**src/design/rls_pkg.sv**
```systemverilog
// Shared types, constants and helper functions for the RLS ARX estimator.
`default_nettype none
package rls_pkg;

  localparam int unsigned CovWidthDefault = 48;
  localparam int unsigned LamWidth        = 25;
  localparam int unsigned ScaleWidth      = 16;
  localparam int unsigned DataWidth       = 32;
  localparam int unsigned AccWidth        = 64;
  localparam int unsigned CfgIdxWidth     = 8;
  localparam logic [LamWidth-1:0] LamReset   = 25'd16760438;
  localparam logic [ScaleWidth-1:0] ScaleReset = 16'd1000;
  localparam logic [LamWidth-1:0] LamMin     = 25'd8388608;
  localparam logic [LamWidth-1:0] LamMax     = 25'd16777216;

  typedef enum logic [CfgIdxWidth-1:0] {
    REG_LAMBDA = 8'd0,
    REG_SCALE  = 8'd1
  } cfg_reg_t;

  // Controller states. Each phase walks its loop through the shared units.
  typedef enum logic [3:0] {
    ST_IDLE,
    ST_INIT,
    ST_YHAT,
    ST_VW,
    ST_DEN,
    ST_GAIN,
    ST_COV_MUL,
    ST_COV_DIV,
    ST_THETA,
    ST_OUT
  } state_t;

  // Multiplier operand selector
  typedef enum logic [2:0] {
    MSEL_YHAT,
    MSEL_V,
    MSEL_W,
    MSEL_DEN,
    MSEL_COV,
    MSEL_THETA
  } msel_t;

  typedef struct packed {
    logic       load;      // latch input beat, shift regressor
    logic       init;      // first beat: clear state, load covariance
    logic       mul_go;    // start one multiply
    msel_t      msel;
    logic       div_go;    // start one divide
    logic       div_cov;   // divide is covariance / lambda (else gain)
    logic [3:0] idx;       // element index (i*4+j)
    logic       finish_err;
    logic       out_load;
  } cmd_t;

  typedef struct packed {
    logic mul_done;
    logic div_done;
  } sts_t;

  function automatic logic signed [AccWidth-1:0] sadd64(
      input logic signed [AccWidth-1:0] a, input logic signed [AccWidth-1:0] b);
    logic signed [AccWidth:0] s;
    s = {a[AccWidth-1], a} + {b[AccWidth-1], b};
    if (s[AccWidth] != s[AccWidth-1])
      return s[AccWidth] ? {1'b1, {(AccWidth-1){1'b0}}} : {1'b0, {(AccWidth-1){1'b1}}};
    return s[AccWidth-1:0];
  endfunction

  function automatic logic signed [AccWidth-1:0] ssub64(
      input logic signed [AccWidth-1:0] a, input logic signed [AccWidth-1:0] b);
    logic signed [AccWidth:0] s;
    s = {a[AccWidth-1], a} - {b[AccWidth-1], b};
    if (s[AccWidth] != s[AccWidth-1])
      return s[AccWidth] ? {1'b1, {(AccWidth-1){1'b0}}} : {1'b0, {(AccWidth-1){1'b1}}};
    return s[AccWidth-1:0];
  endfunction

  function automatic logic signed [DataWidth-1:0] sat32(input logic signed [AccWidth-1:0] x);
    if (x > 64'sh7FFF_FFFF) return 32'sh7FFF_FFFF;
    if (x < -64'sh8000_0000) return 32'sh8000_0000;
    return x[DataWidth-1:0];
  endfunction

endpackage
`default_nettype wire

```
**src/design/rls_ctrl.sv**
```systemverilog
// RLS sequencer: walks the update phases, issuing one unit operation at a time.
`default_nettype none
module rls_ctrl
  import rls_pkg::*;
(
  input  wire logic clk,
  input  wire logic rst,
  input  wire logic in_fire,
  input  wire logic out_free,
  input  wire sts_t sts,
  output cmd_t      cmd,
  output logic      busy,
  output logic      out_set
);
  state_t     state, state_next;
  logic       started;
  logic [3:0] idx, idx_next;
  logic       issued, issued_next;
  logic       opdone;

  assign opdone = sts.mul_done | sts.div_done;

  always_comb begin
    state_next  = state;
    idx_next    = idx;
    issued_next = issued;
    unique case (state)
      ST_IDLE: if (in_fire) state_next = started ? ST_YHAT : ST_INIT;
      ST_INIT: state_next = ST_YHAT;
      ST_YHAT, ST_VW, ST_DEN, ST_GAIN, ST_COV_MUL, ST_COV_DIV, ST_THETA: begin
        if (!issued) issued_next = 1'b1;
        else if (opdone) begin
          issued_next = 1'b0;
          priority case (state)
            ST_VW: begin
              // advance over all 16 elements; the pass flag picks v or w
              idx_next = idx + 4'd1;
            end
            default: ;
          endcase
          priority case (state)
            ST_YHAT:  if (idx[1:0] == 2'd3) begin idx_next = '0; state_next = ST_VW; end
                      else idx_next = idx + 4'd1;
            ST_VW:    ;
            ST_DEN:   if (idx[1:0] == 2'd3) begin idx_next = '0; state_next = ST_GAIN; end
                      else idx_next = idx + 4'd1;
            ST_GAIN:  if (idx[1:0] == 2'd3) begin idx_next = '0; state_next = ST_COV_MUL; end
                      else idx_next = idx + 4'd1;
            ST_COV_MUL: state_next = ST_COV_DIV;
            ST_COV_DIV: if (idx == 4'd15) begin idx_next = '0; state_next = ST_THETA; end
                        else begin idx_next = idx + 4'd1; state_next = ST_COV_MUL; end
            default:  if (idx[1:0] == 2'd3) begin idx_next = '0; state_next = ST_OUT; end
                      else idx_next = idx + 4'd1;
          endcase
        end
      end
      default: if (out_free) state_next = ST_IDLE;
    endcase
  end

  // ST_VW runs two passes over idx: first all v, then all w
  logic pass_w, pass_w_next;
  always_comb begin
    pass_w_next = pass_w;
    if (state == ST_VW && issued && opdone) begin
      if (idx == 4'd15) begin
        pass_w_next = ~pass_w;
      end
    end
  end

  state_t st_fix;
  always_comb begin
    st_fix = state_next;
    if (state == ST_VW && issued && opdone && idx == 4'd15 && pass_w) st_fix = ST_DEN;
  end

  always_comb begin
    cmd = '0;
    cmd.idx = idx;
    cmd.msel = MSEL_YHAT;
    cmd.load = (state == ST_IDLE) && in_fire;
    cmd.init = (state == ST_INIT);
    unique case (state)
      ST_YHAT:    begin cmd.msel = MSEL_YHAT; cmd.mul_go = !issued; end
      ST_VW:      begin cmd.msel = pass_w ? MSEL_W : MSEL_V; cmd.mul_go = !issued; end
      ST_DEN:     begin cmd.msel = MSEL_DEN; cmd.mul_go = !issued; end
      ST_GAIN:    begin cmd.div_go = !issued; end
      ST_COV_MUL: begin cmd.msel = MSEL_COV; cmd.mul_go = !issued; end
      ST_COV_DIV: begin cmd.msel = MSEL_COV; cmd.div_cov = 1'b1; cmd.div_go = !issued; end
      ST_THETA:   begin cmd.msel = MSEL_THETA; cmd.mul_go = !issued; end
      default: ;
    endcase
    cmd.finish_err = (state == ST_VW) && !issued && idx == '0 && !pass_w;
    cmd.out_load = (state == ST_OUT) && out_free;
  end

  assign busy    = (state != ST_IDLE);
  assign out_set = cmd.out_load;

  always_ff @(posedge clk) begin
    if (rst) begin
      state   <= ST_IDLE;
      idx     <= '0;
      issued  <= 1'b0;
      started <= 1'b0;
      pass_w  <= 1'b0;
    end else begin
      state  <= st_fix;
      idx    <= idx_next;
      issued <= issued_next;
      pass_w <= pass_w_next;
      if (state == ST_INIT) started <= 1'b1;
    end
  end
endmodule
`default_nettype wire

```
**config.mk**
```make
export PLATFORM = sky130hd
export DESIGN_NAME = rls_ctrl
export DESIGN_NICKNAME = d
export VERILOG_FILES = /design/src/design/rls_pkg.sv /design/src/design/rls_ctrl.sv
export SDC_FILE = /design/constraint.sdc
export NUM_CORES = 1
export LEC_CHECK = 0
export ABC_AREA = 1
export ABC_CLOCK_PERIOD_IN_PS = 2600
export BUFFER_PORTS_ARGS = -buffer_cell sky130_fd_sc_hd__buf_2
export CAP_MARGIN = 10
export CORE_ASPECT_RATIO = 0.75
export CORE_MARGIN = 8
export CORE_UTILIZATION = 25
export CTS_BUF_LIST = sky130_fd_sc_hd__clkbuf_8
export DETAILED_ROUTE_END_ITERATION = 12
export PLACE_DENSITY_LB_ADDON = 0.1
export SLEW_MARGIN = 40
export SYNTH_ARGS = -nofsm -noshare
export SYNTH_HDL_FRONTEND = slang
export SYNTH_SLANG_ARGS = --single-unit
```
**constraint.sdc**
```tcl
create_clock -name clk -period 2.6 [get_ports clk]
set_clock_uncertainty 0.2 [all_clocks]
set_input_delay 0.26 -clock clk [delete_from_list [all_inputs] [get_ports clk]]
set_output_delay 0.26 -clock clk [all_outputs]
set_load 0.01 [all_outputs]
```
After elaboration in Yosys (flattened, before gate mapping)
Index checks and enable logic that the tools add are counted.
{"block": "totals", "ff_bits": 11, "latchBits": 0, "ramBits": 0, "romBits": 0, "in_bits": 6, "output_inout_bits": 16, "word_cells": 87, "n_memories": 0}
{"block": "op_classes", "add_sub_neg": 1, "mul": 0, "n_div": 0, "order_cmp": 0, "eq_ne": 28, "shift": 0, "muxes": 24, "bitwise_logic": 2, "reduce_logical": 26}
{"op": "$mux 4", "n": 12}
{"op": "$pmux 4 s6", "n": 1}
{"op": "$ne 3x3->1 const B", "n": 7}
{"op": "$reduce_and 9->1", "n": 2}
{"op": "$eq 4x3->1 const B", "n": 4}
{"op": "$ne 4x4->1 const B", "n": 4}
{"op": "$eq 4x4->1 const B", "n": 3}
{"op": "$pmux 3 s4", "n": 1}
{"op": "$pmux 4 s3", "n": 1}
{"op": "$logic_and 1x1->1", "n": 9}
{"op": "$eq 4x2->1 const B", "n": 2}
{"op": "$logic_not 4->1", "n": 2}
{"op": "$ne 2x2->1 const B", "n": 4}
{"op": "$pmux 4 s2", "n": 1}
{"op": "$reduce_bool 4->1", "n": 2}
{"op": "$reduce_or 2->1", "n": 4}
{"op": "$reduce_or 7->1", "n": 1}
{"op": "$mux 1", "n": 5}
{"op": "$ne 5x5->1 const B", "n": 1}
{"op": "$reduce_bool 5->1", "n": 1}
{"op": "$reduce_or 5->1", "n": 1}
{"op": "$add 4x1->4 const B", "n": 1}
{"op": "$eq 4x1->1 const B", "n": 1}
{"op": "$mux 2", "n": 2}
{"op": "8 further kinds", "n": 9}

Longest topological paths before layout
Gate-level depths: netlist of run 1.
{"block": "depth", "ltp_word": 7, "depth_mapped": 12, "mapped_depth_nobuf": 12}

Worst setup path after synthesis of run 1
OpenSTA, ideal clock, no wires.
{"block": "synth_timing", "path_kind": "flip-flop to flip-flop", "startpoint": "register idx[0]", "endpoint": "register idx[0]", "setup_time_ns": 0.119, "t_arrival_ns": 1.410, "required_ns": 2.281, "path_slack_ns": 0.870, "path_stages_with_launch": 9, "path_buffers": 0, "synth_period_minus_slack_ns": 1.730, "cell_sequence": "dfxtp_1 -> ha_1 -> nand3_1 -> o21ai_0 -> inv_1 -> nor2_1 -> o21ai_0 -> o21ai_0 -> a21oi_1"}
{"block": "synth_via", "elab_chain_cells": 3, "word_cells_on_any_way": 7}
{"item": "start, declared", "line_no": "rls_ctrl.sv:17", "rtl": "logic [3:0] idx, idx_next;"}
{"item": "start signal, assigned", "line_no": "rls_ctrl.sv:110", "rtl": "idx <= idx_next;"}
{"item": "$add 4x1->4 (tied with other cells)"}
{"item": "$mux 4, on equally long branches"}
{"item": "$pmux 4 s2 (*)", "line_no": "rls_ctrl.sv:41", "rtl": "priority case (state)"}
Mark *: on every way between the ends. The rest lies on a longest branch, timed or not. The select of a mux whose other input is x is not followed.
A chain may end at the register's enable or synchronous reset.

==> results of run 1 <==
logic make-up (layout without fill, tap and decap cells):
family	after synthesis	after routing	synth area share [%]
AOI/OAI and AO/OA	24	24	14.7
xor gates and xnor gates	1	1	0.959
adders and majority gates	4	4	5.48
buffers and inverters	30	54	12.7
DFF	11	11	24.1
and+or+nand+nor	84	84	42.1
worst paths after layout:
check	depth (start not counted)	start	slack (ns)	endpoint
worst min-delay path	2	rst	0.04	started
worst max-delay path	9	state[1]	0.56	cmd[11]
worst max register to register	8	idx[0]	0.73	idx[0]
worst min register to register	2	started	0.27	started
worst max-delay path, delay by kind of cell (launching register included):
family | cells | cell delay (ns)
DFF | 1 | 0.49
buffers and inverters | 4 | 0.33
and+or+nand+nor | 5 | 0.52
cell type report:
| type | count | area share (%) |
|---|---|---|
| clock buffer | 3 | 3.68 |
| clock inverter | 1 | 0.335 |
| inverter | 29 | 9.71 |
| multi-input combinational | 113 | 51.5 |
| sequential | 11 | 19.6 |
| tap | 52 | 5.80 |
| timing repair buffer | 21 | 9.37 |
metrics by stage:
step	util [%]	worst slack (ns)	hold slack, ns	total power, mW
detailed placement	30.0	0.746	0.272	0.915
finish	31.2	0.556	0.0446	1.08
global placement	30.0	0.744	0.268	0.927
CTS	31.2	0.548	0.0479	1.10
floorplan	-	0.870	0.129	0.727
global route	31.2	0.404	0.0539	1.20
cells in the final DEF, fill, tap and decap left out:
master and instances:
nand2_2 3, xor2_1 1, nand3_1 9, o21ai_1 2
buf_2 21, o21bai_4 1, a21oi_1 8, inv_1 27
clkbuf_8 3, nor2_1 23, ha_1 4, nor3_1 3
nor2_4 1, nand4_1 3, dfxtp_1 11, nand3_2 3
inv_2 3, nand2_1 34, nor2_2 5, o21ai_0 13
routing by layer:
layer | GRT usage, % | up-vias
li1 | - | 532
met4 | 2.61 | 0
met1 | 14.1 | 432
met2 | 14.4 | 29
met5 | 0 | -
met3 | 3.12 | 2
power by group:
group / internal, mW / switching (mW) / leakage (nW) / total [mW]
clock: 0.104 / 0.0708 / 0.0269 / 0.175
combinational: 0.222 / 0.420 / 0.507 / 0.642
sequential: 0.211 / 0.0534 / 0.0900 / 0.265
registers in the layout (all words and copies together) (netlist names):
signal / cells
idx: 4
state: 4
issued: 1
pass_w: 1
started: 1
==> metrics.md, run 1 <==
| Metric | Value |
|---|---|
| Placed instance count | `226` |
| Die Area | `5860 sq um` |
| Worst path most repeated cell | `inv_1` |
| Min cycle time layout | `2.04 ns` |
| FP Rows | `19` |
| Gr usage total | `10.0%` |
| Commonest cells in the synthesized netlist | `nand2_1, inv_1, nor2_1, o21ai_0, dfxtp_1` |
| Slowest stage cell, crit path | `dfxtp_1` |
| Worst-path clk slew | `0.05 ns` |
| Period utilization | `78.6%` |
| First-pass GRT wire length | `4.62 mm` |
| Max Used Layer | `met4` |
| Total wire length | `2.70 mm` |
| Vias in the first global route | `958` |
| Status | `completed` |
| Leakage | `0.624 nW` |
| Final Cell Area | `1120 sq um` |
| Diodes inserted | `0` |
| HPWL after DPL | `2.30 mm` |
| Starting Density | `25.4%` |
| Area growth syn-to-layout | `22.7%` |
| Via-to-Cell Ratio | `4.33` |
| Post-synth top area share | `24.1%` |
| CTS tree | `done` |
| Cell area after synthesis | `913 sq um` |
| Routed WL per cell | `11.7 um` |
| Asr flop ratio synth | `0%` |
| CP Capture Type | `output port` |
| Total number of vias | `995` |
| Final hold violation count | `0` |
| CTS Buffer Depth | `2` |
| Worst path required time | `2.14 ns` |
| Synthesis warning total | `0` |
| Syn Area/Cell | `5.93 sq um` |
| Placed Instance Area | `1080 sq um` |
| # fillers | `418` |
| Fmax | `0.489 GHz` |
| Cell with the most instances after synthesis | `nand2_1` |
| GP Congestion | `0.874` |
| Die height | `68.3 um` |
| Synth Register Bits | `11` |
| Final non-filler cell total | `230` |
| Initial antenna violation count | `0` |
| Kind of critical path | `flop to output port` |
| Max-cap violations | `0` |
| Metal2 WL | `1.04 mm` |
| Post-synthesis sequential area ratio | `24.1%` |
| Largest net degree at the start of global routing | `8` |
| Multi-input logic area | `577 sq um` |
| Input/output buffers | `21` |
| Relative slew margins | `79.9%` |
| Setup Buffers After CTS | `0` |
| Worst Max-Slew Pin Slew | `0.299 ns` |
| Critical path arrival | `1.58 ns` |
| Synth Instances | `154` |
| Share of cells above drive strength 1 | `22.5%` |
| Root buf cell | `clkbuf_8` |
| Setup_tns | `0 ns` |
| Met1 WL | `1.43 mm` |
| Iter 0 DRT Violations | `84` |
| Die W | `85.8 um` |
| Unique masters post-synth | `19` |
| Hold WC Path Type | `input port to flop` |
| Worst path cell trace | `nand2_1 > inv_1 > nand2_2 > nand3_2 > nor2_4 > inv_1 > nand4_1 > inv_1 > buf_2` |
| Core Area | `3590 sq um` |
| Worst VDD drop | `243 uV` |
| Post-synth EDFFs | `0` |
| Top FF cell, synth | `dfxtp_1` |
| Htree depth | `1` |
| Total gr overflow | `0` |
| Resized Gates After CTS | `0` |
| Syn_nets | `164` |
| Pre-antenna DRT Iters | `4` |
| CP Launch Type | `flop` |
| Post-synth top area cell | `dfxtp_1` |
| Fin. max-slew vios | `0` |
| DRT antenna net count | `0` |
| RSZ-0062 raised after global routing | `false` |
| Total power density per cell area | `965 nW/um^2` |
| Worst path max stage delay | `0.49 ns` |
| WL met3 | `207 um` |
| Clk_lat worst skew | `0.24 ns` |
| Num CTS Buffers | `3` |
| Final Setup Violations | `0` |
| Final layout net count | `189` |
| Top cells by area, synth | `dfxtp_1, nand2_1, inv_1` |
| Reg area | `220 sq um` |
| Post-CTS Hold Buffers | `0` |
| Clk sinks | `11` |
| CP Max Fanout | `7` |
| Drc violations | `0` |
| Num ports | `22` |
(Power assumes the default switching activity.)
==> inputs of run 2 (changes only) <==
--- a/config.mk
+++ b/config.mk
@@ -6,7 +6,7 @@
 export NUM_CORES = 1
 export LEC_CHECK = 0
 export ABC_AREA = 1
-export ABC_CLOCK_PERIOD_IN_PS = 2600
+export ABC_CLOCK_PERIOD_IN_PS = 2000
 export BUFFER_PORTS_ARGS = -buffer_cell sky130_fd_sc_hd__buf_2
 export CAP_MARGIN = 10
 export CORE_ASPECT_RATIO = 0.75
==> constraint.sdc (replaced) <==
create_clock -name clk -period 2 [get_ports clk]
set_clock_uncertainty 0.2 [all_clocks]
set_input_delay 0.2 -clock clk [delete_from_list [all_inputs] [get_ports clk]]
set_output_delay 0.2 -clock clk [all_outputs]
set_load 0.01 [all_outputs]
==> metrics.md, run 2 (synthesized netlist as in run 1, its figures left out) <==
| Metric | Value |
|---|---|
| Status | `completed` |
| Worst path max stage delay | `0.34 ns` |
| RSZ-0062 raised after global routing | `true` |
| Htree depth | `1` |
| Worst Max-Slew Pin Slew | `0.286 ns` |
| CP Launch Type | `flop` |
| Num ports | `22` |
| Die height | `68.3 um` |
| Worst path most repeated cell | `inv_1` |
| Worst VDD drop | `268 uV` |
| Kind of critical path | `flop to output port` |
| Worst path required time | `1.60 ns` |
| Met2 usage | `14.3%` |
| Period utilization | `96.3%` |
| Gr usage total | `10.2%` |
| Setup slack, reg-to-reg | `0.17 ns` |
| Worst path cell trace | `inv_1 > nand2_1 > nor2_1 > inv_1 > nand4_1 > inv_1 > buf_2` |
| Max-cap violations | `0` |
| Leakage | `0.636 nW` |
| Busiest layer in global routing | `met1` |
| Highest-count cells in the layout ignoring fill and taps | `nand2_1, inv_1, nor2_1` |
| GP Congestion | `0.880` |
| Die Area | `5860 sq um` |
| Reg2reg start | `idx[0]` |
| Clk sinks | `11` |
| Starting Density | `25.4%` |
| Crit path launch | `state[3]` |
| Core Area | `3590 sq um` |
| HP Start | `started` |
| Registers with the most flip-flops | `idx: 4 flops, state: 4 flops` |
| Routed WL per cell | `12.0 um` |
| Multi-input logic area | `587 sq um` |
| Reg area | `224 sq um` |
| Final Setup Violations | `0` |
| Fmax | `0.519 GHz` |
| Commonest non-fill, non-tap cell in the layout | `nand2_1` |
| Hold WC Path Type | `flop to flop` |
| Total gr overflow | `0` |
| Share of cells above drive strength 1 | `25.0%` |
| FP Rows | `19` |
| Final non-filler cell total | `232` |
| Pre-CTS WS | `0.164 ns` |
| CTS Buffer Depth | `2` |
| Via-to-Cell Ratio | `4.43` |
| Clk_lat worst skew | `0.24 ns` |
| Final WS setup | `0.0748 ns` |
| Diodes inserted | `0` |
| Met1 usage | `14.5%` |
| Die W | `85.8 um` |
| Drc violations | `0` |
| Slowest stage cell, crit path | `dfxtp_2` |
| Total power density per cell area | `1260 nW/um^2` |
| Final hold violation count | `0` |
| Largest net degree at the start of global routing | `8` |
| CP Max Fanout | `5` |
| First-pass GRT wire length | `4.74 mm` |
| Input/output buffers | `21` |
| Initial antenna violation count | `0` |
| Final layout net count | `191` |
| Root buf cell | `clkbuf_8` |
| DRT antenna net count | `0` |
| Pre-antenna DRT Iters | `4` |
| Area growth syn-to-layout | `26.2%` |
| Worst Hold End | `started` |
| Total wire length | `2.79 mm` |
| HPWL after DPL | `2.32 mm` |
| Iter 0 DRT Violations | `70` |
| Worst reg-to-reg path cell count | `8` |
| Min cycle time layout | `1.93 ns` |
| CP Capture Type | `output port` |
| Num CTS Buffers | `3` |
| Relative slew margins | `80.8%` |
| CTS tree | `done` |
| Worst-path clk slew | `0.05 ns` |
| Total number of vias | `1028` |
| # fillers | `432` |
| Met3 usage | `3.00%` |
| Vias in the first global route | `981` |
| Setup Buffers After CTS | `0` |
| Fin. max-slew vios | `0` |
| Setup_tns | `0 ns` |
| Critical path arrival | `1.53 ns` |
| Hold Path Cell Cnt | `2` |
| R2r endpoint | `idx[0]` |
| Placed instance count | `227` |
-- run 2: cell count changes in the layout (fill, tap and decap cells not counted) --
cell,previous run,this run
nor2_4,1,2
dfxtp_1,11,8
buf_4,0,1
dfxtp_2,0,3
nand3_2,3,4
nand3_1,9,8
o21ai_1,2,3
nor2_2,5,4
o21ai_0,13,12
dlygate4sd3_1,0,1
-- run 2: routing by layer --
metal  vias to the layer above  part of all wire (%)
li1                        537                     -
met1                       458                    52
met2                        31                    40
met3                         2                   7.6
met4                         0                  0.75
met5                         -                     0
-- run 2: stage by stage --
step | util [%] | total power [mW] | hold slack (ns) | instance area [sq um]
floorplan | - | 0.945 | 0.0691 | 913
global placement | 30.2 | 1.22 | 0.237 | 1080
detailed placement | 30.2 | 1.21 | 0.231 | 1080
CTS | 31.7 | 1.44 | 0.282 | 1140
global route | 32.1 | 1.60 | 0.322 | 1150
finish | 32.1 | 1.45 | 0.280 | 1150
-- run 2: worst max path at each step --
stage	to	cells past startpoint
2_1_floorplan	idx[0]	8
3_3_place_gp	state[3]	10
3_5_place_dp	state[1]	8
4_1_cts	cmd[11]	9
5_1_grt	cmd[11]	9
6_report	cmd[11]	7
-- run 2: layout make-up --
cell class / count / area share (%)
Inverter: 29 / 9.45
Tap cell: 52 / 5.65
Clock buffer: 3 / 3.58
Clock inverter: 1 / 0.326
Timing Repair Buffer: 23 / 10.6
Sequential cell: 11 / 19.4
Multi-Input combinational cell: 113 / 50.9
-- run 2: worst max-delay path, delay by kind of cell, from the launching register on --
kind | cells | cell delay [ns]
flops | 1 | 0.34
buf+inv | 4 | 0.41
simple gates | 3 | 0.53
-- run 2: repair_timing --
action                     CTS  global route
hold buffers                 1             0
gates resized for setup      0             6
hold endpoints to repair     2             0
setup endpoints to repair    0             5
-- run 2: where the power goes --
group	leakage, nW	internal, mW	switching (mW)	total, mW
clock	0.0269	0.136	0.0944	0.230
sequential	0.0910	0.279	0.0782	0.357
combinational	0.518	0.311	0.549	0.860
==> inputs of run 3 (changes only) <==
--- a/config.mk
+++ b/config.mk
@@ -5,7 +5,6 @@
 export SDC_FILE = /design/constraint.sdc
 export NUM_CORES = 1
 export LEC_CHECK = 0
-export ABC_AREA = 1
 export ABC_CLOCK_PERIOD_IN_PS = 2000
 export BUFFER_PORTS_ARGS = -buffer_cell sky130_fd_sc_hd__buf_2
 export CAP_MARGIN = 10
==> metrics.md, run 3 <==
| Metric | Value |
|---|---|
| Gr usage total | `10.6%` |
| Setup slack, reg-to-reg | `0.15 ns` |
| Input/output buffers | `21` |
| Total power density per cell area | `1150 nW/um^2` |
| Kind of critical path | `flop to output port` |
| Worst path cell trace | `inv_1 > ha_1 > or4b_4 > nor3_2 > buf_2` |
| Total gr overflow | `0` |
| Core Area | `3950 sq um` |
| Via-to-Cell Ratio | `4.86` |
| Cell with the most instances after synthesis | `nor2_1` |
| WL met3 | `262 um` |
| CP Max Fanout | `4` |
| Area growth syn-to-layout | `35.7%` |
| HPWL after DPL | `2.54 mm` |
| Highest-count cells in the layout ignoring fill and taps | `buf_4, buf_2, nor2_1` |
| Pre-antenna DRT Iters | `4` |
| Fin. max-slew vios | `0` |
| Metal2 WL | `1.38 mm` |
| Worst path max stage delay | `0.45 ns` |
| Worst path required time | `1.60 ns` |
| Post-synth top area share | `22.1%` |
| Final Setup Violations | `0` |
| Post-synthesis sequential area ratio | `22.1%` |
| Period utilization | `97.8%` |
| CTS Buffer Depth | `2` |
| Slowest stage cell, crit path | `or4b_4` |
| Hold WC Path Type | `input port to flop` |
| # fillers | `455` |
| Synth Register Bits | `11` |
| Num CTS Buffers | `3` |
| Max Used Layer | `met4` |
| Relative slew margins | `69.1%` |
| Die Area | `6290 sq um` |
| Final core occ | `34.3%` |
| R2r endpoint | `idx[2]` |
| Commonest cells in the synthesized netlist | `nor2_1, nand2_1, dfxtp_1, a21oi_1` |
| Setup crit end | `cmd[1]` |
| Leakage | `0.607 nW` |
| Registers with the most flip-flops | `idx: 4 flops, state: 4 flops` |
| Worst-path clk slew | `0.05 ns` |
| Drc violations | `0` |
| Commonest non-fill, non-tap cell in the layout | `buf_4` |
| Asr flop ratio synth | `0%` |
| Starting Density | `25.3%` |
| Share of cells above drive strength 1 | `35.3%` |
| Synthesis warning total | `0` |
| RSZ-0062 raised after global routing | `true` |
| Top FF cell, synth | `dfxtp_1` |
| Met1 WL | `1.60 mm` |
| Total wire length | `3.26 mm` |
| Total number of vias | `1108` |
| Die height | `70.7 um` |
| Fmax | `0.511 GHz` |
| Vias in the first global route | `1116` |
| Root buf cell | `clkbuf_8` |
| CTS tree | `done` |
| DRT antenna net count | `0` |
| Worst VDD drop | `406 uV` |
| Worst reg-to-reg path cell count | `8` |
| Max-cap violations | `0` |
| Initial antenna violation count | `0` |
| First-pass GRT wire length | `5.36 mm` |
| CP Capture Type | `output port` |
| Die W | `89.0 um` |
| Post-synth EDFFs | `0` |
| Diodes inserted | `0` |
| Buf+Inv Stages, Crit Path | `2` |
| Clk sinks | `11` |
| Worst hold slack | `0.0764 ns` |
| GP Congestion | `0.804` |
| Crit path launch | `idx[0]` |
| Syn_nets | `146` |
| Routed WL per cell | `14.3 um` |
| FP Rows | `20` |
| Reg2reg start | `idx[1]` |
| Worst Max-Slew Pin Slew | `0.457 ns` |
| Cell area after synthesis | `998 sq um` |
| Synth Instances | `136` |
| Iter 0 DRT Violations | `53` |
| Total power | `1.56 mW` |
| Clk_lat worst skew | `0.24 ns` |
| Num ports | `22` |
| Final layout net count | `184` |
| Critical path arrival | `1.56 ns` |
| CP Launch Type | `flop` |
| Syn Area/Cell | `7.34 sq um` |
| Largest net degree at the start of global routing | `14` |
| Final hold violation count | `0` |
| Crit path depth | `5` |
| Top cells by area, synth | `dfxtp_1, mux2i_1, nor2_1` |
| CP delay by family, top | `simple AND/OR/NAND/NOR gates` |
| Unique masters post-synth | `44` |
| Status | `completed` |
| Min cycle time layout | `1.96 ns` |
| Htree depth | `1` |
| Post-synth top area cell | `dfxtp_1` |
-- run 3: per-stage QoR --
step | worst slack [ns] | setup TNS, ns | area [sq um] | cells
after detailed placement | -0.0271 | -0.0271 | 1280 | 224
final | 0.0435 | 0 | 1360 | 228
after global routing | -0.0154 | -0.0154 | 1360 | 228
after global placement | 0.0450 | 0 | 1280 | 224
after CTS | 0.00553 | 0 | 1340 | 228
after floorplan | 0.0400 | 0 | 998 | 136
-- run 3: area by class of cell --
| type | instances | area (sq um) | area share [%] |
|---|---|---|---|
| repair buffers | 43 | 270 | 19.9 |
| well taps | 55 | 68.8 | 5.08 |
| clock buffers | 3 | 41.3 | 3.05 |
| multi-input cells | 109 | 721 | 53.2 |
| clock inverters | 1 | 3.75 | 0.277 |
| inverters | 6 | 22.5 | 1.66 |
| flip-flops and latches | 11 | 228 | 16.8 |
-- run 3: how the worst min path moves through the flow --
| stage | startpoint | to | cells after the start |
|---|---|---|---|
| finish | rst | idx[0] | 2 |
| global placement | started | started | 2 |
| floorplan | started | started | 2 |
| CTS | rst | idx[2] | 2 |
| global route | rst | idx[2] | 2 |
| detailed placement | started | started | 2 |
-- run 3: repair_timing --
action                     CTS  global route
gates resized for setup      7             4
setup buffers                0             0
setup endpoints to repair    6             6
hold buffers                 0             0
pin swaps                    1             0
-- run 3: where the power goes --
part | switching (mW) | internal, mW
Combinational | 0.489 | 0.479
Sequential | 0.0945 | 0.269
Clock | 0.0930 | 0.135
Total | 0.677 | 0.884
-- run 3: logic make-up (layout without fill, tap and decap cells) --
family                   count (synthesis)  count (layout)  share of synthesized area (%)
AO/OA/AOI/OAI                           36              36                           24.1
XOR/XNOR                                 1               1                          0.877
AND/OR/NAND/NOR                         61              61                           32.8
flip-flops                              11              11                           22.1
adder cells (fa/ha/maj)                  4               4                           5.01
multiplexers                             7               7                           7.02
buffers and inverters                   16              53                           8.14
-- run 3: routing by layer --
| layer | vias to the layer above | global-route usage (%) |
|---|---|---|
| li1 | 566 | - |
| met1 | 508 | 13.9 |
| met2 | 32 | 16.2 |
| met3 | 2 | 3.47 |
| met4 | 0 | 2.76 |
| met5 | - | 0 |
